===== src/sv/mmta_pkg.sv =====
package mmta_pkg;

  // Largest matrix dimension supported by default
  localparam int unsigned MaxDimDefault = 8;

  // Field widths fixed by the stream format
  localparam int unsigned OpW     = 2;
  localparam int unsigned IdxW    = 6;
  localparam int unsigned ElemW   = 16;
  localparam int unsigned AccW    = 40;
  localparam int unsigned ProdW   = 2 * ElemW;
  localparam int unsigned CountW  = 4;
  localparam int unsigned CfgIdxW = 3;
  localparam int unsigned CfgDatW = 4;

  // Stream bus widths (fields packed from bit 0, padded to whole bytes)
  localparam int unsigned SDataW  = 64;
  localparam int unsigned MDataW  = 48;

  typedef enum logic [OpW-1:0] {
    OP_LOAD_A   = 2'd0,
    OP_LOAD_B   = 2'd1,
    OP_LOAD_ACC = 2'd2,
    OP_RUN      = 2'd3
  } op_e;

  typedef enum logic [CfgIdxW-1:0] {
    CFG_A_ROWS  = 3'd0,
    CFG_A_COLS  = 3'd1,
    CFG_B_ROWS  = 3'd2,
    CFG_B_COLS  = 3'd3,
    CFG_TRANS_A = 3'd4,
    CFG_TRANS_B = 3'd5,
    CFG_CLEAR   = 3'd6
  } cfg_idx_e;

  typedef struct packed {
    logic [CountW-1:0] a_rows;
    logic [CountW-1:0] a_cols;
    logic [CountW-1:0] b_rows;
    logic [CountW-1:0] b_cols;
    logic              trans_a;
    logic              trans_b;
    logic              clear;
  } cfg_t;

  // Sequencer to MAC datapath
  typedef struct packed {
    logic issue;  // operand reads issued this cycle
    logic init;   // load accumulator start value
    logic clear;  // start value is zero instead of the stored entry
  } mac_ctrl_t;

endpackage


===== src/sv/mmta_ram.sv =====
module mmta_ram
  import mmta_pkg::*;
#(
  parameter int unsigned Width = ElemW,
  parameter int unsigned Depth = MaxDimDefault * MaxDimDefault,
  localparam int unsigned AddrW = (Depth > 1) ? $clog2(Depth) : 1
) (
  input  logic             clk_i,
  input  logic             we_i,
  input  logic [AddrW-1:0] waddr_i,
  input  logic [Width-1:0] wdata_i,
  input  logic [AddrW-1:0] raddr_i,
  output logic [Width-1:0] rdata_o
);

  logic [Width-1:0] mem [Depth];
  logic [Width-1:0] rdata_q;

  always_ff @(posedge clk_i) begin
    if (we_i) begin
      mem[waddr_i] <= wdata_i;
    end
  end

  always_ff @(posedge clk_i) begin
    rdata_q <= mem[raddr_i];
  end

  assign rdata_o = rdata_q;

endmodule


===== config.mk =====
export PLATFORM = sky130hd
export DESIGN_NAME = mmta_ram
export DESIGN_NICKNAME = d
export VERILOG_FILES = /design/src/sv/mmta_pkg.sv /design/src/sv/mmta_ram.sv
export SDC_FILE = /design/constraint.sdc
export NUM_CORES = 1
export LEC_CHECK = 0
export BUFFER_PORTS_ARGS = -buffer_cell sky130_fd_sc_hd__buf_4
export CORE_MARGIN = 2
export CORE_UTILIZATION = 55
export CTS_CLUSTER_DIAMETER = 100
export CTS_CLUSTER_SIZE = 12
export DETAILED_ROUTE_END_ITERATION = 8
export GPL_TIMING_DRIVEN = 1
export PLACE_DENSITY = 0.71
export SLEW_MARGIN = 20
export SYNTH_ARGS = -nofsm -noshare
export SYNTH_HDL_FRONTEND = slang
export SYNTH_SLANG_ARGS = --single-unit

===== constraint.sdc =====
create_clock -name clk_i -period 3.4 [get_ports clk_i]
set_input_delay 0.68 -clock clk_i [delete_from_list [all_inputs] [get_ports clk_i]]
set_output_delay 0.68 -clock clk_i [all_outputs]
set_load 0.02 [all_outputs]

==> results.json <==
{
  "ios": 46,
  "start_util": 0.5582,
  "floorplan_die_area_um2": 74980,
  "grt_setup_unrepaired": "false",
  "final.setup_skew_ns": 0.01912,
  "synth-edff-count": 1024,
  "post_synth_mux_area_share": 0.1552,
  "synthesis.nets": 1859,
  "first_pass_detailed_route_iteration_total": 5,
  "utilization": 0.6243,
  "port-buffer-count": 45,
  "cts_tree": "built",
  "core_region_area_um2": 71730,
  "worstMarginPinSlew_ns": 0.8278,
  "synth_cells": 1829,
  "drive_above_1_share": 0.2645,
  "netSwitchingPower_mw": 5.286,
  "numPlacedInstances": 2861,
  "critPathMaxFanout": 38,
  "pwr_density_cell_nw_per_um2": 566.6,
  "yosysUniqueCellTypes": 43,
  "setup_tns_ns": 0,
  "layout_worst_path_cycle_share": 0.7498,
  "detail_route.iter0.violations": 2471,
  "place_hpwl_um": 54100,
  "synthXorXnorAreaFrac": 0,
  "cp_top_family": "buffers and inverters",
  "layout.area.seq_um2": 31070,
  "residual_drc_count": 0,
  "synth.most_common_cell": "sky130_fd_sc_hd__edfxtp_1",
  "power.share.switching": 0.2083,
  "post_cts_resize_count": 0,
  "core.rowCount": 98,
  "ys_seq_elements": 1040,
  "synth_seq_area_share": 0.7759,
  "crit_top_cell": "sky130_fd_sc_hd__buf_12",
  "grt_first_pass_wirelength_um": 133600,
  "crit_path_cell_trace": "buf_8 > buf_12 > buf_12 > mux4_2 > a22oi_1 > nand3_1 > and4_1",
  "max_clock_freq_mhz": 392.3,
  "holdBufCountCts": 0,
  "ir_drop_mv": 0.3863,
  "period_needed_ns": 2.549,
  "finalSetupViolations": 0,
  "p_seq_frac": 0.562,
  "critical_path_capture_point_type": "flip-flop",
  "cts_made_buffers": 96,
  "maxCapViolations": 0,
  "final_net_count": 2039,
  "largest_area_contributor_in_the_synthesized_netlist": "sky130_fd_sc_hd__edfxtp_1",
  "clk_pin_slew_worst_paths_ns": 0.06,
  "mappedNetlistArea_um2": 40040,
  "cts-root-to-sink-buffers": 3,
  "worst_ep_required_time_ns": 3.94,
  "run_status": "complete, no violations",
  "number_of_max_slew_violations_in_the_final_report": 0,
  "routed_via_density": 6.390,
  "global_placer_s_final_weighted_congestion": 0.8542,
  "worstSkewPairLatency_ns": 0.65,
  "synth.area.top_cells": "sky130_fd_sc_hd__edfxtp_1 77%, sky130_fd_sc_hd__mux4_2 12%, sky130_fd_sc_hd__mux2i_1 2.1%",
  "synth.avg_cell_area_um2": 21.89,
  "report.final.hold_viol_count": 0,
  "timing.slew.headroom": 0.4481,
  "area_delta_synth_final_pct": 11.84,
  "synth_common_cells": "1,024 x sky130_fd_sc_hd__edfxtp_1, 220 x sky130_fd_sc_hd__mux4_2, 85 x sky130_fd_sc_hd__mux2i_1, 72 x sky130_fd_sc_hd__nor2_1, 59 x sky130_fd_sc_hd__nand2_1",
  "synth_top_area_share": 0.7679,
  "global_route.usage.total": 0.2498,
  "number_of_buffers_and_inverters_on_the_critical_path": 3,
  "synth_top_family_by_area": "multiplexers",
  "timing.setup.critical_path_class": "primary input to flip-flop",
  "grt.overflow.total": 0,
  "grt_max_degree": 65,
  "die-width_um": 273.8,
  "worst_path_largest_cell_delay_ns": 0.54,
  "synth_compound_area_frac": 0.02409,
  "share_comb_of_total_power": 0.054,
  "crit_slowest_cell": "sky130_fd_sc_hd__mux4_2",
  "vias_in_the_first_global_route": 19600,
  "reg2reg_slack_ns": 1.41,
  "routed_wirelength_um": 91630,
  "stdcell_count": 3015,
  "leakage_nw": 14.24,
  "timing.hold.worst.class": "primary input to flip-flop",
  "power_report.internal_total_mw": 20.09,
  "die-height_um": 273.8,
  "routed-via-count": 19270,
  "synth-adder-area-share": 0,
  "post_synth_and_or_nand_nor_area_fraction": 0.02647,
  "synth_ff_type": "sky130_fd_sc_hd__edfxtp_1",
  "yosys_warnings": 0,
  "final_cell_area_um2": 44780,
  "multi_input_gate_area_in_the_final_layout_um2": 8249,
  "cts_setup_buffers": 0,
  "clkSinkCount": 1040,
  "cts.root.buffer_cell": "sky130_fd_sc_hd__clkbuf_16",
  "synthArstFlopShare": 0,
  "start_kind": "primary input",
  "arrival_ns": 3.09,
  "power_frac_clock": 0.385,
  "total_power_of_the_final_layout_mw": 25.37,
  "post_drt_wl_per_cell_um": 30.39,
  "antenna_violations_before_repair": 6,
  "fillerInstances": 4786,
  "cts-htree-levels": 3,
  "antenna_left": 0,
  "detailed_place.area_um2": 42030
}
-- layout by cell type, fill, tap and decap left out, types with 16 or more instances in the layout --
cell,n
sky130_fd_sc_hd__a21oi_1,17
sky130_fd_sc_hd__a221oi_1,16
sky130_fd_sc_hd__a22oi_1,39
sky130_fd_sc_hd__buf_4,174
sky130_fd_sc_hd__clkbuf_1,49
sky130_fd_sc_hd__clkbuf_16,98
sky130_fd_sc_hd__dfxtp_1,16
sky130_fd_sc_hd__edfxtp_1,1024
sky130_fd_sc_hd__mux2_2,27
sky130_fd_sc_hd__mux2i_1,85
sky130_fd_sc_hd__mux4_2,220
sky130_fd_sc_hd__nand2_1,59
sky130_fd_sc_hd__nand3_1,24
sky130_fd_sc_hd__nor2_1,72
sky130_fd_sc_hd__nor2b_1,30
-- metrics by stage --
| step | hold slack, ns | setup WS [ns] |
|---|---|---|
| global route | 0.5611 | 0.7507 |
| finish | 0.5754 | 0.8507 |
| CTS | 0.5275 | 0.8931 |
| floorplan | 0.7503 | 0.6852 |
| global placement | 0.8734 | 0.2108 |
| detailed placement | 0.8666 | 0.2043 |
-- per-layer routing --
| metal | vias to the layer above | global-route usage | wire (µm) |
|---|---|---|---|
| met5 | - | 0 | 22 |
| met4 | 4 | 0.07995 | 2978 |
| met3 | 154 | 0.05404 | 8242 |
| met2 | 905 | 0.4052 | 45560 |
| met1 | 10190 | 0.3427 | 34830 |
| li1 | 8014 | - | - |
-- layout make-up --
type	count	area share
sequential	1040	0.6938
multi-input combinational	685	0.1842
clock buffer	147	0.05887
timing repair buffer	186	0.03408
tap	950	0.02654
clock inverter	6	0.002487
antenna	1	0.00005588
-- path summary, 6_finish.rpt --
kind,from,end,cells past startpoint
setup / recovery,raddr_i[0],rdata_o[10],7
hold / removal,raddr_i[5],rdata_o[11],3
setup reg to reg,mem[7][14],rdata_o[14],5
hold reg to reg,mem[37][12],rdata_o[12],4
-- power by group through the flow --
stage | logic, mW | registers, mW | clock network [mW]
6_report | 1.36 | 14.3 | 9.76
5_1_grt | 1.43 | 14.3 | 10.4
4_1_cts | 1.37 | 14.3 | 9.90
3_5_place_dp | 1.37 | 14.5 | 0
3_3_place_gp | 1.34 | 14.5 | 0
2_1_floorplan | 0.735 | 14.5 | 0
-- worst reg2reg max path, cell delays in order, from the launching register on --
cell	delay, ns
sky130_fd_sc_hd__edfxtp_1	0.37
sky130_fd_sc_hd__mux4_2	0.53
sky130_fd_sc_hd__mux2_2	0.29
sky130_fd_sc_hd__nand2_1	0.08
sky130_fd_sc_hd__nand4_1	0.32
sky130_fd_sc_hd__and4_1	0.29
-- flip-flops by register name, indices dropped and copies added (netlist names) --
name and count:
mem 1024, rdata_o 16
-- kinds of logic (layout without fill, tap and decap cells) --
logic type / Yosys count / in the layout
other: 0 / 1
flip-flops: 1040 / 1040
AO/OA/AOI/OAI: 129 / 129
AND/OR/NAND/NOR: 220 / 220
multiplexers: 336 / 336
buffers and inverters: 104 / 339
No activity file was read; power rests on OpenSTA's default activity.
