### config.mk
export PLATFORM = sky130hd
export DESIGN_NAME = mmta_mac
export DESIGN_NICKNAME = d
export VERILOG_FILES = /design/src/sv/mmta_pkg.sv /design/src/sv/mmta_mac.sv
export SDC_FILE = /design/constraint.sdc
export NUM_CORES = 1
export LEC_CHECK = 0
export ABC_CLOCK_PERIOD_IN_PS = 8800
export BUFFER_PORTS_ARGS = -buffer_cell sky130_fd_sc_hd__buf_2
export CAP_MARGIN = 20
export CORE_ASPECT_RATIO = 1.25
export CORE_MARGIN = 1
export CORE_UTILIZATION = 47
export CTS_CLUSTER_SIZE = 28
export DETAILED_ROUTE_END_ITERATION = 6
export PLACE_DENSITY = 0.68
export SYNTH_ARGS = -nofsm -noshare
export SYNTH_HDL_FRONTEND = slang
export SYNTH_SLANG_ARGS = --single-unit
### constraint.sdc
create_clock -name clk_i -period 8.8 [get_ports clk_i]
set_input_delay 1.76 -clock clk_i [delete_from_list [all_inputs] [get_ports clk_i]]
set_output_delay 1.76 -clock clk_i [all_outputs]
set_load 0.05 [all_outputs]
### src/sv/mmta_pkg.sv
package mmta_pkg;

  // Largest matrix dimension supported by default
  localparam int unsigned MaxDimDefault = 8;

  // Field widths fixed by the stream format
  localparam int unsigned OpW     = 2;
  localparam int unsigned IdxW    = 6;
  localparam int unsigned ElemW   = 16;
  localparam int unsigned AccW    = 40;
  localparam int unsigned ProdW   = 2 * ElemW;
  localparam int unsigned CountW  = 4;
  localparam int unsigned CfgIdxW = 3;
  localparam int unsigned CfgDatW = 4;

  // Stream bus widths (fields packed from bit 0, padded to whole bytes)
  localparam int unsigned SDataW  = 64;
  localparam int unsigned MDataW  = 48;

  typedef enum logic [OpW-1:0] {
    OP_LOAD_A   = 2'd0,
    OP_LOAD_B   = 2'd1,
    OP_LOAD_ACC = 2'd2,
    OP_RUN      = 2'd3
  } op_e;

  typedef enum logic [CfgIdxW-1:0] {
    CFG_A_ROWS  = 3'd0,
    CFG_A_COLS  = 3'd1,
    CFG_B_ROWS  = 3'd2,
    CFG_B_COLS  = 3'd3,
    CFG_TRANS_A = 3'd4,
    CFG_TRANS_B = 3'd5,
    CFG_CLEAR   = 3'd6
  } cfg_idx_e;

  typedef struct packed {
    logic [CountW-1:0] a_rows;
    logic [CountW-1:0] a_cols;
    logic [CountW-1:0] b_rows;
    logic [CountW-1:0] b_cols;
    logic              trans_a;
    logic              trans_b;
    logic              clear;
  } cfg_t;

  // Sequencer to MAC datapath
  typedef struct packed {
    logic issue;  // operand reads issued this cycle
    logic init;   // load accumulator start value
    logic clear;  // start value is zero instead of the stored entry
  } mac_ctrl_t;

endpackage

### src/sv/mmta_mac.sv
module mmta_mac
  import mmta_pkg::*;
(
  input  logic                    clk_i,
  input  logic                    rst_ni,
  input  mac_ctrl_t               ctrl_i,
  input  logic signed [ElemW-1:0] a_i,
  input  logic signed [ElemW-1:0] b_i,
  input  logic signed [AccW-1:0]  acc_init_i,
  output logic signed [AccW-1:0]  acc_o,
  output logic                    busy_o
);

  localparam logic signed [AccW-1:0] AccMax = {1'b0, {(AccW-1){1'b1}}};
  localparam logic signed [AccW-1:0] AccMin = {1'b1, {(AccW-1){1'b0}}};

  logic                    rd_vld_q;
  logic                    prod_vld_q;
  logic signed [ProdW-1:0] prod_q;
  logic signed [AccW-1:0]  acc_q;
  logic signed [AccW-1:0]  acc_d;
  logic signed [AccW:0]    sum;

  always_ff @(posedge clk_i or negedge rst_ni) begin
    if (!rst_ni) begin
      rd_vld_q   <= 1'b0;
      prod_vld_q <= 1'b0;
    end else begin
      rd_vld_q   <= ctrl_i.issue;
      prod_vld_q <= rd_vld_q;
    end
  end

  // Register the product before the accumulate
  always_ff @(posedge clk_i) begin
    if (rd_vld_q) begin
      prod_q <= a_i * b_i;
    end
  end

  // Saturate after every single addition
  always_comb begin
    sum   = (AccW+1)'(acc_q) + (AccW+1)'(prod_q);
    acc_d = acc_q;
    if (ctrl_i.init) begin
      acc_d = ctrl_i.clear ? '0 : acc_init_i;
    end else if (prod_vld_q) begin
      if (sum[AccW] != sum[AccW-1]) begin
        acc_d = sum[AccW] ? AccMin : AccMax;
      end else begin
        acc_d = sum[AccW-1:0];
      end
    end
  end

  always_ff @(posedge clk_i) begin
    acc_q <= acc_d;
  end

  assign acc_o  = acc_q;
  assign busy_o = rd_vld_q | prod_vld_q;

endmodule

==> results.yml, run 1 <==
clocking:
  numCtsBuffers: 9
  cts_resized: 0
  clock-sinks: 74
  htreeDepth: 3
  clockBufferDepth: 2
  clock_latency_ps: 330
  tritoncts: "yes"
  cts_setup_buffers: 0
  cts.clk_slew.worst_paths_ps: 60
  cts_hold_buf: 0
  root_buffer: "clkbuf_16"
timing:
  tns_ps: 0
  worst_slew_pin_slew_ps: 1020
  layout_min_cycle_time_ps: 7800
  relSlewSlack_pct: 31.6
  grt_setup_unrepaired: "no"
  fin_crit_sh_pct: 88.6
  fmax_mhz: 128
  setup_viol: 0
  finalHoldViolCount: 0
  slew_viol_final: 0
  fin_worst_skew_ps: 4.51
placement:
  dp_hpwl_mm: 28.5
  io_buffers: 117
  place.gp.congestion: 0.924
finish:
  n_antenna_cell: 0
  multi_input_area_um2: 11000
  layout.nets: 2028
  fillCellCount: 2789
  syn2layout_area_growth_pct: 8.53
  regArea_um2: 2210
  drive_above_1_share_pct: 9.68
die:
  fp.dieH_um: 198
  die_x_um: 159
  coreArea_um2: 30200
  io_pins: 118
  initial_utilization_pct: 48.0
  dieArea_um2: 31500
  rows: 71
routing:
  drc: 0
  vias: 10700
  wirelength_mm: 34.7
  first_iter_violations: 692
  wl_per_cell_um: 17.6
  drt-pass1-iter-count: 5
  via_per_inst: 5.43
  antenna_left: 0
grt:
  track_usage_pct: 23.3
  grt_pass1_wl_mm: 58.2
  antenna_found_initial: 0
  grt-ovfl-total: 0
  grt_max_degree: 41
  grt_pass1_vias: 11600
setup_path:
  r2r-start: "prod_q[0]"
  endpoint_kind: "flop"
  cp.required_ps: 8880
  crit_path_start: "a_i[7]"
  cp_max_fo: 16
  path_class: "input port to flop"
  cp-start-kind: "input port"
  crit_arrival_ps: 7880
logic_synthesis:
  yosysUniqueCellTypes: 61
  async_reset_ff_share_pct: 2.70
  synth.area.mux_share_pct: 0
  synth-xor-area-share_pct: 4.11
  synth_edf_count: 72
  synth_area_um2: 14500
  ys_seq_elements: 74
  synth_commonest_cells: "inv_1 (283), fa_1 (263), nand2_1 (154)"
  synthAdderAreaFrac_pct: 46.9
  synth_top_area_share_pct: 36.3
  synth-simple-area-share_pct: 13.9
  post_synth.cell_area_avg_um2: 9.80
  yosys.area.top_type: "fa_1"
  synthCells: 1479
  synth-compound-area-share_pct: 11.1
  synth_area_leaders: "fa_1 (36%), edfxtp_1 (15%), ha_1 (11%)"
  ys.flop_type: "edfxtp_1"
  synth_top_family_by_area: "adder cells"
  synth_most_common_cell: "inv_1"
  seq_area_frac_synth_pct: 15.3
  ys_warn_count: 0
  synth_nets: 1941
hold_path:
  hp-class: "flop to flop"
  hp-start: "rd_vld_q"
flow_run:
  drv_cap: 0
status:
  outcome: "finished clean"
## placed cells by master, fill, tap and decap left out, types with 3 or more instances in the layout
master / synthesis / final
o21a_1: 8 / 8
nand3_1: 8 / 8
inv_1: 283 / 283
nor2b_1: 13 / 12
buf_4: 0 / 7
ha_1: 122 / 122
nor2_1: 43 / 43
a211oi_1: 9 / 9
fa_1: 263 / 263
a31oi_1: 5 / 5
clkinv_1: 0 / 3
and2_1: 125 / 125
nor3_1: 6 / 6
nand2b_1: 10 / 10
o21bai_1: 4 / 4
a21oi_1: 61 / 61
a221o_1: 39 / 39
and3_1: 9 / 9
xnor2_1: 50 / 50
nand4_1: 10 / 10
or2_2: 3 / 3
edfxtp_1: 72 / 72
and4_1: 4 / 4
nand2_1: 154 / 154
o21ai_0: 38 / 38
o31ai_1: 3 / 3
clkbuf_16: 0 / 9
o211ai_1: 3 / 3
buf_2: 7 / 117
a21o_1: 27 / 27
xor2_1: 18 / 18
## sequential cells by signal (all words and copies together) (netlist names)
signal,cells
acc_o,40
prod_q,32
prod_vld_q,1
rd_vld_q,1
## cells by family after synthesis
group,Yosys count
AO/OA/AOI/OAI,225
XOR/XNOR,68
adder cells (fa/ha/maj),385
buffers and inverters,331
flip-flops,74
AND/OR/NAND/NOR,396
## final timing paths
check / cells past startpoint / slack (ps) / endpoint
max: 23 / 1000 / prod_q[30]
max reg2reg: 14 / 4440 / acc_o[20]
max in group asynchronous: 1 / 7510 / rd_vld_q
min reg2reg: 1 / 720 / prod_vld_q
min: 1 / 720 / prod_vld_q
min in group asynchronous: 1 / 1200 / prod_vld_q
## worst max-delay path: stages
cell,delay [ps]
buf_2,210
and2_1,200
fa_1,530
inv_1,60
fa_1,460
fa_1,520
fa_1,540
inv_1,50
fa_1,470
inv_1,50
fa_1,470
inv_1,40
ha_1,370
nand2_1,70
o21ai_0,230
nor3_1,70
a211oi_1,540
a311oi_1,290
o211ai_1,230
o211ai_1,170
o21a_1,230
o21ai_0,220
xnor2_1,90
## per-stage QoR
step	util, %	instances	area, µm²	setup WS, ps	hold WS (ps)
global placement	51.1	1956	15400	721	693
floorplan	-	1479	14500	1220	636
global route	52.1	1972	15700	568	767
detailed placement	51.1	1956	15400	626	720
finish	52.1	1972	15700	999	722
CTS	52.1	1972	15700	997	728
## final cells by class
class / count / area share (%)
clock buffers: 10 / 1.46
clock inverters: 6 / 0.366
inverters: 283 / 6.75
multi-input cells: 1074 / 70.1
flip-flops and latches: 74 / 14.1
well taps: 401 / 3.19
repair buffers: 124 / 4.06
## layer usage
| layer | global-route usage, % | vias to the layer above | routed length, µm |
|---|---|---|---|
| li1 | - | 4923 | - |
| met1 | 29.1 | 5386 | 14800 |
| met2 | 41.2 | 332 | 17000 |
| met3 | 3.12 | 71 | 1760 |
| met4 | 8.76 | 0 | 1170 |
| met5 | 0 | - | 0 |
Power of run 1 is not shown: default switching activity piles up to over one toggle a cycle in this logic, so the estimate is an artifact.
==> run 2, diff against run 1 <==
Settings changed: ABC_CLOCK_PERIOD_IN_PS 8800 to 7100, BUFFER_PORTS_ARGS -buffer_cell sky130_fd_sc_hd__buf_2 to not set, DONT_BUFFER_PORTS set to 1, PLACE_DENSITY 0.68 to 0.67.
Clock period 8.8 ns to 7.1 ns, I/O delays scaled along.
==> run 2 against run 1 <==
Net effect: register-to-register slack worse by 2000 ps; highest routed layer unchanged; utilization fell by 1.6 points; worst hold slack got worse by 49 ps; largest cell class unchanged; final cell count is 5.6% lower; cell area fell by 3.0%; non-clock buffer count shrank 111.
==> results.yml, run 2 (synthesis results as in run 1) <==
die:
  rows: 71
  initial_utilization_pct: 48.0
  dieArea_um2: 31500
  io_pins: 118
  fp.dieH_um: 198
  coreArea_um2: 30200
  die_x_um: 159
setup_path:
  cp-start-kind: "input port"
  rrSetupSlack_ps: 2440
  cp_max_fo: 16
  crit_arrival_ps: 6840
  r2r-start: "acc_o[0]"
  rr_worst_depth: 14
  crit_path_end: "prod_q[31]"
  reg2reg_to: "acc_o[13]"
  cp.required_ps: 7170
  path_class: "input port to flop"
  crit_path_start: "b_i[2]"
  endpoint_kind: "flop"
clocking:
  cts.clk_slew.worst_paths_ps: 60
  htreeDepth: 3
  clock_latency_ps: 340
  tritoncts: "yes"
  root_buffer: "clkbuf_16"
  cts_hold_buf: 0
  cts_resized: 0
  cts_setup_buffers: 0
  clockBufferDepth: 2
  clock-sinks: 74
  numCtsBuffers: 9
routing:
  wl_per_cell_um: 17.7
  vias: 9972
  dr.max_layer_used: "met4"
  antenna_left: 0
  first_iter_violations: 680
  drt-pass1-iter-count: 5
  via_per_inst: 5.36
  wirelength_mm: 32.9
  met3_length_mm: 1.94
  met1_length_mm: 15.0
  drc: 0
  wl_met2_mm: 15.6
timing:
  relSlewSlack_pct: 36.9
  layout_min_cycle_time_ps: 6770
  fin_crit_sh_pct: 95.3
  fmax_mhz: 148
  grt_setup_unrepaired: "no"
  finalHoldViolCount: 0
  slew_viol_final: 0
  fin_worst_skew_ps: 15.8
  worst_slew_pin_slew_ps: 947
  setup_viol: 0
placement:
  io_buffers: 0
  place.gp.congestion: 0.956
  dp_hpwl_mm: 27.9
  placed_cell_area_um2: 14900
grt:
  grt_pass1_vias: 10800
  grt_pass1_wl_mm: 55.1
  antenna_found_initial: 0
  grt_max_degree: 41
  track_usage_pct: 21.9
  grt-ovfl-total: 0
finish:
  design_area_um2: 15300
  fillCellCount: 2789
  layout.nets: 1917
  n_antenna_cell: 0
  regArea_um2: 2210
  drive_above_1_share_pct: 3.22
  largest_register_ffs: 40
  mostFrequentLayoutCell: "inv_1"
  syn2layout_area_growth_pct: 5.27
  multi_input_area_um2: 11000
  layout_common_cells: "inv_1 (283), fa_1 (263), nand2_1 (154), and2_1 (125), ha_1 (122)"
hold_path:
  hp-class: "flop to flop"
status:
  outcome: "finished clean"
flow_run:
  drv_cap: 0
run 2: cell count changes in the layout (fill, tap and decap cells not counted), sizes merged:
cell	delta
clkinvlp	+2
bufinv	+2
buf	-111
clkbuf	-1
clkinv	-3
run 2: worst min path at each step:
stage,end,depth (start not counted),startpoint
floorplan,acc_o[0],2,prod_q[0]
global placement,acc_o[0],2,prod_q[0]
detailed placement,acc_o[0],2,prod_q[0]
CTS,acc_o[0],2,prod_q[0]
global route,acc_o[0],2,prod_q[0]
finish,acc_o[0],2,prod_q[0]
run 2: metrics by stage:
step / TNS, ps / utilization [%] / hold slack [ps] / setup slack (ps) / instances
global route: 0 / 50.5 / 731 / 4.82 / 1861
CTS: 0 / 50.5 / 683 / 330 / 1861
floorplan: 0 / - / 636 / 21.2 / 1479
global placement: 0 / 49.4 / 649 / 84.3 / 1845
detailed placement: -54.4 / 49.4 / 676 / -54.4 / 1845
finish: 0 / 50.5 / 673 / 334 / 1861
run 2: final cells by class:
class	count	area share, %
multi-input cells	1074	72.4
repair buffers	13	0.640
clock buffers	9	1.48
clock inverters	7	0.771
inverters	283	6.96
well taps	401	3.29
flip-flops and latches	74	14.5
run 2: per-layer routing:
metal / global-route usage [%] / vias up
li1: - / 4703
met1: 29.3 / 4931
met2: 37.3 / 314
met3: 3.29 / 24
met4: 5.20 / 0
met5: 0 / -
run 2: worst max-delay path, stage by stage:
cell and delay (ps):
and2_1 160, fa_1 540, inv_1 60, fa_1 510, fa_1 530, inv_1 60, fa_1 500, fa_1 490
inv_1 50, fa_1 470, inv_1 40, ha_1 330, a21o_1 180, a21oi_1 220, nand4_1 240, nand4b_1 190
a31oi_1 130, or3_1 350, a21oi_1 140, o21bai_1 90, xnor2_1 140
Power of run 2 is left out for the same reason.
