[src/sv/mmta_pkg.sv]
package mmta_pkg;

  // Largest matrix dimension supported by default
  localparam int unsigned MaxDimDefault = 8;

  // Field widths fixed by the stream format
  localparam int unsigned OpW     = 2;
  localparam int unsigned IdxW    = 6;
  localparam int unsigned ElemW   = 16;
  localparam int unsigned AccW    = 40;
  localparam int unsigned ProdW   = 2 * ElemW;
  localparam int unsigned CountW  = 4;
  localparam int unsigned CfgIdxW = 3;
  localparam int unsigned CfgDatW = 4;

  // Stream bus widths (fields packed from bit 0, padded to whole bytes)
  localparam int unsigned SDataW  = 64;
  localparam int unsigned MDataW  = 48;

  typedef enum logic [OpW-1:0] {
    OP_LOAD_A   = 2'd0,
    OP_LOAD_B   = 2'd1,
    OP_LOAD_ACC = 2'd2,
    OP_RUN      = 2'd3
  } op_e;

  typedef enum logic [CfgIdxW-1:0] {
    CFG_A_ROWS  = 3'd0,
    CFG_A_COLS  = 3'd1,
    CFG_B_ROWS  = 3'd2,
    CFG_B_COLS  = 3'd3,
    CFG_TRANS_A = 3'd4,
    CFG_TRANS_B = 3'd5,
    CFG_CLEAR   = 3'd6
  } cfg_idx_e;

  typedef struct packed {
    logic [CountW-1:0] a_rows;
    logic [CountW-1:0] a_cols;
    logic [CountW-1:0] b_rows;
    logic [CountW-1:0] b_cols;
    logic              trans_a;
    logic              trans_b;
    logic              clear;
  } cfg_t;

  // Sequencer to MAC datapath
  typedef struct packed {
    logic issue;  // operand reads issued this cycle
    logic init;   // load accumulator start value
    logic clear;  // start value is zero instead of the stored entry
  } mac_ctrl_t;

endpackage

[src/sv/mmta_ctrl.sv]
module mmta_ctrl
  import mmta_pkg::*;
#(
  parameter int unsigned MAX_DIM = MaxDimDefault,
  localparam int unsigned Depth = MAX_DIM * MAX_DIM,
  localparam int unsigned AddrW = (Depth > 1) ? $clog2(Depth) : 1
) (
  input  logic                   clk_i,
  input  logic                   rst_ni,
  input  cfg_t                   cfg_i,
  input  logic                   run_i,
  output logic                   in_ready_o,
  output logic [AddrW-1:0]       a_raddr_o,
  output logic [AddrW-1:0]       b_raddr_o,
  output logic [AddrW-1:0]       acc_raddr_o,
  output mac_ctrl_t              mac_o,
  input  logic                   mac_busy_i,
  input  logic signed [AccW-1:0] acc_i,
  output logic                   wb_we_o,
  output logic [AddrW-1:0]       wb_addr_o,
  output logic                   out_valid_o,
  input  logic                   out_ready_i,
  output logic [AccW-1:0]        out_value_o,
  output logic [IdxW-1:0]        out_index_o,
  output logic                   out_last_o,
  output logic                   out_err_o
);

  localparam int unsigned DimW = $clog2(MAX_DIM + 1);
  localparam int unsigned PW   = 2 * DimW + 1;

  typedef enum logic [4:0] {
    S_IDLE = 5'b00001,
    S_INIT = 5'b00010,
    S_MAC  = 5'b00100,
    S_DONE = 5'b01000,
    S_ERR  = 5'b10000
  } state_e;

  function automatic logic [DimW-1:0] clamp_dim(input logic [CountW-1:0] v);
    logic [DimW-1:0] r;
    if (v == '0) begin
      r = DimW'(1);
    end else if (v > CountW'(MAX_DIM)) begin
      r = DimW'(MAX_DIM);
    end else begin
      r = v[DimW-1:0];
    end
    return r;
  endfunction

  state_e state_q, state_d;

  logic [DimW-1:0]  rows_q, rows_d, inner_q, inner_d, cols_q, cols_d;
  logic [DimW-1:0]  ac_q, ac_d, bc_q, bc_d;
  logic             ta_q, ta_d, tb_q, tb_d, clr_q, clr_d;
  logic [DimW-1:0]  i_q, i_d, k_q, k_d, j_q, j_d;
  logic [AddrW-1:0] o_q, o_d;

  logic [DimW-1:0]  ar, acl, br, bcl, rows_n, inner_a, inner_b, cols_n;
  logic [PW-1:0]    a_w, b_w;
  logic             issue, slot_free, last_elem;

  logic             vld_q, vld_d;
  logic [AccW-1:0]  val_q, val_d;
  logic [AddrW-1:0] idx_q, idx_d;
  logic             last_q, last_d, err_q, err_d;

  always_comb begin
    ar      = clamp_dim(cfg_i.a_rows);
    acl     = clamp_dim(cfg_i.a_cols);
    br      = clamp_dim(cfg_i.b_rows);
    bcl     = clamp_dim(cfg_i.b_cols);
    rows_n  = cfg_i.trans_a ? acl : ar;
    inner_a = cfg_i.trans_a ? ar : acl;
    inner_b = cfg_i.trans_b ? bcl : br;
    cols_n  = cfg_i.trans_b ? br : bcl;
  end

  // Row-major operand addresses, with the transposes applied
  always_comb begin
    a_w = ta_q ? (PW'(j_q) * PW'(ac_q) + PW'(i_q)) : (PW'(i_q) * PW'(ac_q) + PW'(j_q));
    b_w = tb_q ? (PW'(k_q) * PW'(bc_q) + PW'(j_q)) : (PW'(j_q) * PW'(bc_q) + PW'(k_q));
  end

  assign a_raddr_o   = a_w[AddrW-1:0];
  assign b_raddr_o   = b_w[AddrW-1:0];
  assign acc_raddr_o = o_q;
  assign wb_addr_o   = o_q;

  assign issue      = (state_q == S_MAC) && (j_q != inner_q);
  assign slot_free  = !vld_q || out_ready_i;
  assign last_elem  = (i_q == rows_q - DimW'(1)) && (k_q == cols_q - DimW'(1));
  assign in_ready_o = (state_q == S_IDLE);

  always_comb begin
    mac_o.issue = issue;
    mac_o.init  = (state_q == S_MAC) && (j_q == '0);
    mac_o.clear = clr_q;
  end

  always_comb begin
    state_d = state_q;
    rows_d  = rows_q;
    inner_d = inner_q;
    cols_d  = cols_q;
    ac_d    = ac_q;
    bc_d    = bc_q;
    ta_d    = ta_q;
    tb_d    = tb_q;
    clr_d   = clr_q;
    i_d     = i_q;
    k_d     = k_q;
    j_d     = j_q;
    o_d     = o_q;
    wb_we_o = 1'b0;
    vld_d   = vld_q;
    val_d   = val_q;
    idx_d   = idx_q;
    last_d  = last_q;
    err_d   = err_q;

    if (vld_q && out_ready_i) begin
      vld_d = 1'b0;
    end

    case (state_q)
      S_IDLE: begin
        if (run_i) begin
          rows_d  = rows_n;
          inner_d = inner_a;
          cols_d  = cols_n;
          ac_d    = acl;
          bc_d    = bcl;
          ta_d    = cfg_i.trans_a;
          tb_d    = cfg_i.trans_b;
          clr_d   = cfg_i.clear;
          i_d     = '0;
          k_d     = '0;
          o_d     = '0;
          state_d = (inner_a != inner_b) ? S_ERR : S_INIT;
        end
      end
      S_INIT: begin
        j_d     = '0;
        state_d = S_MAC;
      end
      S_MAC: begin
        if (issue) begin
          j_d = j_q + DimW'(1);
        end else if (!mac_busy_i) begin
          state_d = S_DONE;
        end
      end
      S_DONE: begin
        if (slot_free) begin
          wb_we_o = 1'b1;
          vld_d   = 1'b1;
          val_d   = acc_i;
          idx_d   = o_q;
          last_d  = last_elem;
          err_d   = 1'b0;
          o_d     = o_q + AddrW'(1);
          if (k_q == cols_q - DimW'(1)) begin
            k_d = '0;
            i_d = i_q + DimW'(1);
          end else begin
            k_d = k_q + DimW'(1);
          end
          state_d = last_elem ? S_IDLE : S_INIT;
        end
      end
      S_ERR: begin
        if (slot_free) begin
          vld_d   = 1'b1;
          val_d   = '0;
          idx_d   = '0;
          last_d  = 1'b1;
          err_d   = 1'b1;
          state_d = S_IDLE;
        end
      end
      default: begin
        state_d = S_IDLE;
      end
    endcase
  end

  always_ff @(posedge clk_i or negedge rst_ni) begin
    if (!rst_ni) begin
      state_q <= S_IDLE;
      vld_q   <= 1'b0;
    end else begin
      state_q <= state_d;
      vld_q   <= vld_d;
    end
  end

  always_ff @(posedge clk_i) begin
    rows_q  <= rows_d;
    inner_q <= inner_d;
    cols_q  <= cols_d;
    ac_q    <= ac_d;
    bc_q    <= bc_d;
    ta_q    <= ta_d;
    tb_q    <= tb_d;
    clr_q   <= clr_d;
    i_q     <= i_d;
    k_q     <= k_d;
    j_q     <= j_d;
    o_q     <= o_d;
    val_q   <= val_d;
    idx_q   <= idx_d;
    last_q  <= last_d;
    err_q   <= err_d;
  end

  assign out_valid_o = vld_q;
  assign out_value_o = val_q;
  assign out_index_o = IdxW'(idx_q);
  assign out_last_o  = last_q;
  assign out_err_o   = err_q;

endmodule

[config.mk]
export PLATFORM = sky130hd
export DESIGN_NAME = mmta_ctrl
export DESIGN_NICKNAME = d
export VERILOG_FILES = /design/src/sv/mmta_pkg.sv /design/src/sv/mmta_ctrl.sv
export SDC_FILE = /design/constraint.sdc
export NUM_CORES = 1
export LEC_CHECK = 0
export BUFFER_PORTS_ARGS = -buffer_cell sky130_fd_sc_hd__buf_2
export CAP_MARGIN = 30
export CORE_MARGIN = 1
export CORE_UTILIZATION = 50
export CTS_BUF_LIST = sky130_fd_sc_hd__clkbuf_8 sky130_fd_sc_hd__clkbuf_16
export DETAILED_ROUTE_END_ITERATION = 6
export GPL_TIMING_DRIVEN = 0
export PLACE_DENSITY_LB_ADDON = 0.08
export SLEW_MARGIN = 20
export SYNTH_ARGS = -nofsm -noshare
export SYNTH_HDL_FRONTEND = slang
export SYNTH_SLANG_ARGS = --single-unit
[constraint.sdc]
create_clock -name clk_i -period 4.85 [get_ports clk_i]
set_clock_uncertainty 0.05 [all_clocks]
set_input_delay 0.7275 -clock clk_i [delete_from_list [all_inputs] [get_ports clk_i]]
set_output_delay 0.7275 -clock clk_i [all_outputs]
set_load 0.05 [all_outputs]
==> impl_metrics.ini, run 1 <==
[die]
ios = 142
die-area_sq_mm = 0.0132
num_rows = 40
core_sq_mm = 0.0122
die_x_um = 115
start_util_pct = 52.1
fp.dieH_um = 115

[power_and_ir_drop]
finalPower_mw = 4.96
switchingPower_mw = 2.35
p_comb_share_pct = 57.8
power_density_mw_per_mm2 = 643
ir_worst_vdd_uv = 416
clkPwrFrac_pct = 15.4
seqPwrFrac_pct = 26.8
p_leak_nw = 3.52
power.switching_fraction_pct = 47.3
p_int_mw = 2.62

[yosys]
synth_area_leaders = edfxtp_1 42%, ha_1 10%, and2_1 8.4%
synth_most_common_cell = edfxtp_1
synth-edff-count = 89
syn_avg_cell_area_sq_um = 11.2
ys_warn_count = 0
ys.flop_type = edfxtp_1
netlist_area_sq_mm = 0.00636
synthDistinctLibCells = 44
synth-seq-cells = 95
ys_async_sr_fraction_pct = 6.32
synth_nets = 708
netlist_instances = 569
seq_area_frac_synth_pct = 44.4
synth_top_area_cell = edfxtp_1
netlist.area_leader.share_pct = 42.0
synth_common_cells = 89 x edfxtp_1, 85 x and2_1, 59 x inv_1

[finish]
drive_gt1_share_pct = 27.4
multi_input_area_sq_mm = 0.00318
utilization_pct = 63.2
seq_area_sq_mm = 0.00282
syn_to_final_growth_pct = 21.3
fillerInstances = 1067
final_nets = 867
fin_area_sq_mm = 0.00772
num_antenna_cells = 0

[setup_path]
worst_r2r_endpoint = i_q[0]
critical_path.endpoint_type = output pin
cp.required_ns = 4.07
r2r-start = state_q[1]
ff2ff_setup_slack_ns = 2.27
path_class = reg -> out
r2r_cells = 4
cp-start-kind = flip-flop
crit_fanout = 8
arrival_ns = 3.84

[global_routing]
grt_max_degree = 25
grt_overflow = 0
grt_pass1_vias = 4361
antenna_found_initial = 0
grtUsageTotal_pct = 20.7
grt_pass1_wl_um = 20700

[clock_network]
clock_sinks = 95
root_buffer = clkbuf_16
clkLatencyLatePin_ns = 0.35
htreeDepth = 3
cts.reportedPaths.clkPinSlew_ns = 0.07
clock_path_buffers = 2
cts_tree = built
cts_buffers = 9

[route]
via_per_inst = 4.91
drcViolationCount = 0
wirelength_um = 12700
ant_nets = 0
vias = 4422
drt_iter0_drc = 200
wire_per_inst_um = 14.1
drtPass1Iterations = 4

[sta]
hold_violations = 0
timing_max_transition_violations_final = 0
setup_violations = 0
slew_headroom_pct = 42.3
min_period_ns = 4.62
rsz0062_at_grt = no
max_freq_mhz = 216
max_slew.worst_pin.slew_ns = 0.864
fin_crit_sh_pct = 95.3
hold_slack_ns = 0.145

[status]
status = complete, no violations

[placed_design]
dpl_cell_area_sq_mm = 0.00735
post-dp-hpwl_um = 9920
gp_congestion = 0.799
portBuffers = 141

[run]
maxCapViolCount = 0

[worst_hold_path]
hp-class = in -> async
[routing by layer]
layer | routed length, um | global-route usage (%) | share of wire (%) | vias up
met5 | 0 | 0 | 0 | -
met2 | 6120 | 34.5 | 48 | 108
met4 | 175 | 6.06 | 1.4 | 0
met3 | 609 | 4.48 | 4.8 | 13
li1 | - | - | - | 2200
met1 | 5850 | 27.3 | 46 | 2101
[flip-flops by register name (all words and copies together) (netlist names)]
register,flops
k_q,4
acc_raddr_o,6
tb_q,1
inner_q,4
j_q,4
ta_q,1
cols_q,4
i_q,4
out_err_o,1
out_valid_o,1
clr_q,1
out_last_o,1
out_value_o,40
out_index_o,6
rows_q,4
bc_q,4
ac_q,4
state_q,5
[area by class of cell]
cell class                 instances  area share, %
buffer                            27           2.01
multi-input combinational        387           41.2
clock buffer                       9           2.92
clock inverter                     7           1.23
inverter                          59           2.87
timing repair buffer             149           10.5
sequential                        95           36.6
tap                              168           2.72
[power by group through the flow]
stage               Clock [mW]  Combinational [mW]  Sequential [mW]
floorplan                    0                1.97             1.60
CTS                      0.780                2.90             1.32
detailed placement           0                2.87             1.34
global placement             0                2.78             1.34
finish                   0.764                2.87             1.33
global route             0.806                3.17             1.36
[timing repair]
item,4_1_cts,5_1_grt
hold endpoints to repair,0,0
gates cloned,0,0
resized for setup,3,7
setup buffers,3,2
setup endpoints to repair,3,2
hold buffers,0,0
[worst max-delay path by stage]
| stage | start | to | cells after the start |
|---|---|---|---|
| floorplan | i_q[2] | a_raddr_o[5] | 11 |
| global placement | state_q[3] | out_value_o[29] | 6 |
| detailed placement | j_q[2] | a_raddr_o[5] | 13 |
| CTS | k_q[2] | b_raddr_o[5] | 13 |
| global route | j_q[1] | a_raddr_o[5] | 13 |
| finish | k_q[2] | b_raddr_o[5] | 12 |
[stage by stage]
step | setup TNS, ns | worst slack (ns) | instances
3_5_place_dp | 0 | 0.152 | 881
5_1_grt | 0 | 0.00451 | 901
2_1_floorplan | 0 | 0.0745 | 569
4_1_cts | 0 | 0.0339 | 900
3_3_place_gp | -22.81 | -0.478 | 878
6_report | 0 | 0.230 | 901
[placed cells by master, fill, tap and decap left out, types with 18 or more instances in the layout]
cell type / n
and2_1: 85
buf_2: 148
edfxtp_1: 89
fa_1: 24
ha_1: 51
inv_1: 60
nand2_1: 37
nor2_1: 27
xnor2_1: 40
xor2_1: 18
[critical path: stages (launching register included)]
cell	delay, ns
edfxtp_1	0.57
nand2_1	0.13
fa_1	0.48
fa_1	0.51
fa_1	0.51
inv_1	0.04
ha_1	0.32
a21o_1	0.17
a21oi_1	0.16
xnor2_1	0.14
nand2_1	0.08
o21ai_1	0.09
buf_2	0.27
[logic make-up (layout without fill, tap and decap cells)]
kind of cell	after synthesis	after routing	share of synthesized area, %
fa+ha+maj	75	75	17.6
mux	16	16	2.77
buf+inv	87	251	5.86
compound gates	47	47	4.86
simple gates	191	191	16.6
flops	95	95	44.4
xor+xnor	58	58	7.98
Power figures use the tool's default switching activity.
==> run 2, diff against run 1 <==
- CORE_UTILIZATION: 50 -> 44
- GPL_ROUTABILITY_DRIVEN: default -> 0
==> impl_metrics.ini, run 2 (synthesis results as in run 1) <==
[status]
status = complete, no violations

[setup_path]
cp.required_ns = 4.07
arrival_ns = 3.90
cp-start-kind = flip-flop
crit_fanout = 10
path_class = reg -> out
critical_path.endpoint_type = output pin

[run]
maxCapViolCount = 0

[finish]
largest_reg_flops = 40
final_nets = 867
syn_to_final_growth_pct = 21.3
utilization_pct = 55.2
finalNonFillerCells = 913
num_antenna_cells = 0
seq_area_sq_mm = 0.00282
drive_gt1_share_pct = 27.4
fillerInstances = 1234
layout_common_cells = 148 x buf_2, 89 x edfxtp_1, 85 x and2_1
final_common_cell = buf_2
fin_area_sq_mm = 0.00772
multi_input_area_sq_mm = 0.00318

[sta]
fin_crit_sh_pct = 96.4
max_slew.worst_pin.slew_ns = 0.685
rsz0062_at_grt = no
setup_violations = 0
hold_violations = 0
slew_headroom_pct = 54.3
max_freq_mhz = 214
min_period_ns = 4.68
timing_max_transition_violations_final = 0

[clock_network]
clock_sinks = 95
cts.reportedPaths.clkPinSlew_ns = 0.07
htreeDepth = 3
root_buffer = clkbuf_16
clock_path_buffers = 2
clkLatencyLatePin_ns = 0.35
cts_tree = built
cts_buffers = 9

[die]
die-area_sq_mm = 0.0149
fp.dieH_um = 122
die_x_um = 122
start_util_pct = 45.5
ios = 142
num_rows = 43
core_sq_mm = 0.0140

[global_routing]
grt_pass1_wl_um = 21300
grt_overflow = 0
grt_pass1_vias = 4484
grt_max_degree = 25
antenna_found_initial = 0
grtUsageTotal_pct = 18.4

[placed_design]
portBuffers = 141
post-dp-hpwl_um = 10100
dpl_cell_area_sq_mm = 0.00737
placed_cells = 893

[route]
drcViolationCount = 0
vias = 4439
drtPass1Iterations = 4
wirelength_um = 13000
via_per_inst = 4.86
ant_nets = 0
drt_iter0_drc = 192
wire_per_inst_um = 14.2

[worst_hold_path]
hp-class = in -> async

[power_and_ir_drop]
p_comb_share_pct = 58.9
ir_worst_vdd_uv = 341
finalPower_mw = 4.91
p_int_mw = 2.53
power_density_mw_per_mm2 = 637
seqPwrFrac_pct = 27.0
p_leak_nw = 3.51
clkPwrFrac_pct = 14.1
switchingPower_mw = 2.38
power.switching_fraction_pct = 48.4
run 2: what timing repair did:
item,4_1_cts,5_1_grt
endpoints found under the setup margin,4,2
setup buffers,3,0
gates resized for setup,3,9
hold buffers,0,0
run 2: cell type report:
cell class	instances	share of cell area [%]
Buffer	28	2.04
Inverter	59	2.87
Timing Repair Buffer	148	10.7
Sequential cell	95	36.6
Clock inverter	7	0.859
Multi-Input combinational cell	387	41.2
Clock buffer	9	2.92
Tap cell	180	2.92
run 2: path summary, 6_finish.rpt:
path	start	cells after the start	slack (ns)	end
max in group asynchronous	rst_ni	1	4.39	state_q[0]
min in group clk_i	cfg_i[0]	1	0.50	clr_q
worst min-delay path	rst_ni	1	0.14	out_valid_o
worst max-delay path	j_q[0]	13	0.17	a_raddr_o[5]
worst max register to register	state_q[1]	5	2.09	i_q[2]
worst min register to register	acc_raddr_o[1]	1	0.60	out_index_o[1]
run 2: layer usage:
layer	wire [um]	GRT usage (%)	vias to the layer above
li1	-	-	2201
met1	6170	24.4	2108
met2	5990	30.0	110
met3	576	3.44	20
met4	223	6.40	0
met5	0	0	-
run 2: power by group through the flow:
stage	Combinational, mW	Sequential, mW	Clock [mW]
finish	2.89	1.32	0.695
global route	3.19	1.35	0.744
CTS	2.89	1.33	0.713
detailed placement	2.87	1.35	0
global placement	2.79	1.35	0
floorplan	1.97	1.60	0
run 2: per-stage QoR:
step	setup WS (ns)	TNS, ns	hold slack (ns)
2_1_floorplan	0.0745	0	0.382
3_3_place_gp	-0.449	-21.42	0.513
3_5_place_dp	0.100	0	0.513
4_1_cts	0.0151	0	0.130
5_1_grt	0.00368	0	0.144
6_report	0.172	0	0.139
run 2: critical path, stage by stage (launching register included):
cell      delay (ns)
edfxtp_1        0.39
buf_2           0.23
nand2_1         0.11
fa_1            0.52
fa_1            0.51
fa_1            0.51
inv_1           0.04
ha_1            0.33
a21o_1          0.17
a21oi_1         0.17
xnor2_1         0.14
nand2_1         0.06
o21ai_0         0.12
buf_4           0.24
==> run 3, diff against run 2 <==
- HOLD_SLACK_MARGIN: default -> 0.15
==> impl_metrics.ini, run 3 (synthesis results as in run 1) <==
[finish]
drive_gt1_share_pct = 27.4
largest_reg_flops = 40
finalNonFillerCells = 914
num_antenna_cells = 0
syn_to_final_growth_pct = 21.5
final_common_cell = buf_2
utilization_pct = 55.3
seq_area_sq_mm = 0.00282
layout_common_cells = 148 x buf_2, 89 x edfxtp_1, 85 x and2_1
multi_input_area_sq_mm = 0.00318
final_nets = 868
fillerInstances = 1233

[sta]
max_freq_mhz = 214
min_period_ns = 4.68
max_slew.worst_pin.slew_ns = 0.685
slew_headroom_pct = 54.3
setup_violations = 0
timing_max_transition_violations_final = 0
rsz0062_at_grt = no
hold_violations = 0
fin_crit_sh_pct = 96.4

[worst_hold_path]
hp-class = in -> reg
whs_path_depth = 1
hold_path_end = clr_q
hp-start = cfg_i[0]

[die]
die-area_sq_mm = 0.0149
fp.dieH_um = 122
die_x_um = 122
num_rows = 43
ios = 142
core_sq_mm = 0.0140
start_util_pct = 45.5

[route]
ant_nets = 0
vias = 4433
drtPass1Iterations = 4
wirelength_um = 13000
drt_iter0_drc = 189
wire_per_inst_um = 14.2
via_per_inst = 4.85
drcViolationCount = 0

[run]
maxCapViolCount = 0

[setup_path]
cpMostUsedCell = fa_1
timing.critical_path.cells = buf_2 -> nand2_1 -> fa_1 -> fa_1 -> fa_1 -> inv_1 -> ha_1 -> a21o_1 -> a21oi_1 -> xnor2_1 -> nand2_1 -> o21ai_0 -> buf_4
worstSetupStartpoint = j_q[0]
cp_top_family = adder cells
arrival_ns = 3.90
crit_fanout = 10
crit_buf_inv = 3
r2r-start = state_q[1]
r2r_cells = 5
ff2ff_setup_slack_ns = 2.09
cp.required_ns = 4.07
cp_slowest_cell = fa_1
slowest_delay_ns = 0.52
cp-start-kind = flip-flop
path_class = reg -> out
worst_r2r_endpoint = i_q[2]
critical_path.endpoint_type = output pin

[clock_network]
cts_buffers = 9
clock_path_buffers = 2
clkLatencyLatePin_ns = 0.35
htreeDepth = 3
cts_tree = built
clock_sinks = 95
root_buffer = clkbuf_16
cts.reportedPaths.clkPinSlew_ns = 0.07

[status]
status = complete, no violations

[power_and_ir_drop]
p_leak_nw = 3.51
power_density_mw_per_mm2 = 636
ir_worst_vdd_uv = 341

[placed_design]
portBuffers = 141
post-dp-hpwl_um = 10100
placed_cells = 893

[global_routing]
antenna_found_initial = 0
grt_pass1_wl_um = 21300
grt_overflow = 0
grtUsageTotal_pct = 18.4
grt_pass1_vias = 4490
grt_max_degree = 25
==> run 3: cell types whose count changed in the layout (fill, tap and decap cells not counted) <==
cell,previous run,this run
dlygate4sd3_1,0,1
==> run 3: repair_timing <==
item                                   CTS  global route
endpoints found under the hold margin    5             0
pin swaps                                0             0
gates resized for setup                  3             9
buffers inserted                         3             0
hold buffers                             1             0
setup endpoints to repair                4             2
==> run 3: report_power, final <==
part	leakage, nW	switching [mW]	total (mW)	internal, mW
clock network	0.143	0.335	0.696	0.361
logic	2.46	1.87	2.89	1.02
registers	0.912	0.171	1.32	1.15
==> run 3: cell type report <==
| type | instances | share of cell area (%) |
|---|---|---|
| multi-input cells | 387 | 41.1 |
| flip-flops and latches | 95 | 36.5 |
| repair buffers | 149 | 10.8 |
| clock buffers | 9 | 2.91 |
| well taps | 180 | 2.91 |
| inverters | 59 | 2.87 |
| plain buffers | 28 | 2.04 |
| clock inverters | 7 | 0.858 |
==> run 3: worst reg2reg max path: stages, from the launching register on <==
cell	delay, ns
dfrtp_1	0.45
nor4_1	0.53
nand2_1	0.28
a21oi_1	0.63
buf_4	0.27
and2_1	0.24
==> run 3: per-layer routing <==
layer  GRT usage, %  up-vias  wire [um]
li1               -     2203          -
met1           24.4     2097       6160
met2           30.0      113       5990
met3           3.44       20        595
met4           6.40        0        223
met5              0        -          0
==> run 3: stage by stage <==
| stage | cell area (sq um) | total power [mW] | hold slack, ns | TNS, ns | worst slack [ns] |
|---|---|---|---|---|---|
| after floorplan | 6360 | 3.57 | 0.382 | 0 | 0.0745 |
| final | 7730 | 4.91 | 0.505 | 0 | 0.174 |
| after detailed placement | 7370 | 4.21 | 0.513 | 0 | 0.100 |
| after global routing | 7730 | 5.29 | 0.501 | 0 | 0.00368 |
| after global placement | 7290 | 4.14 | 0.513 | -21.42 | -0.449 |
| after CTS | 7690 | 4.94 | 0.489 | 0 | 0.0151 |
==> run 3: worst max path at each step <==
stage,end,slack [ns],cells after the start
finish,a_raddr_o[5],0.17,13
global route,b_raddr_o[5],0.004,13
CTS,a_raddr_o[5],0.02,12
detailed placement,a_raddr_o[5],0.10,13
global placement,out_value_o[30],-0.45,6
floorplan,a_raddr_o[5],0.07,11
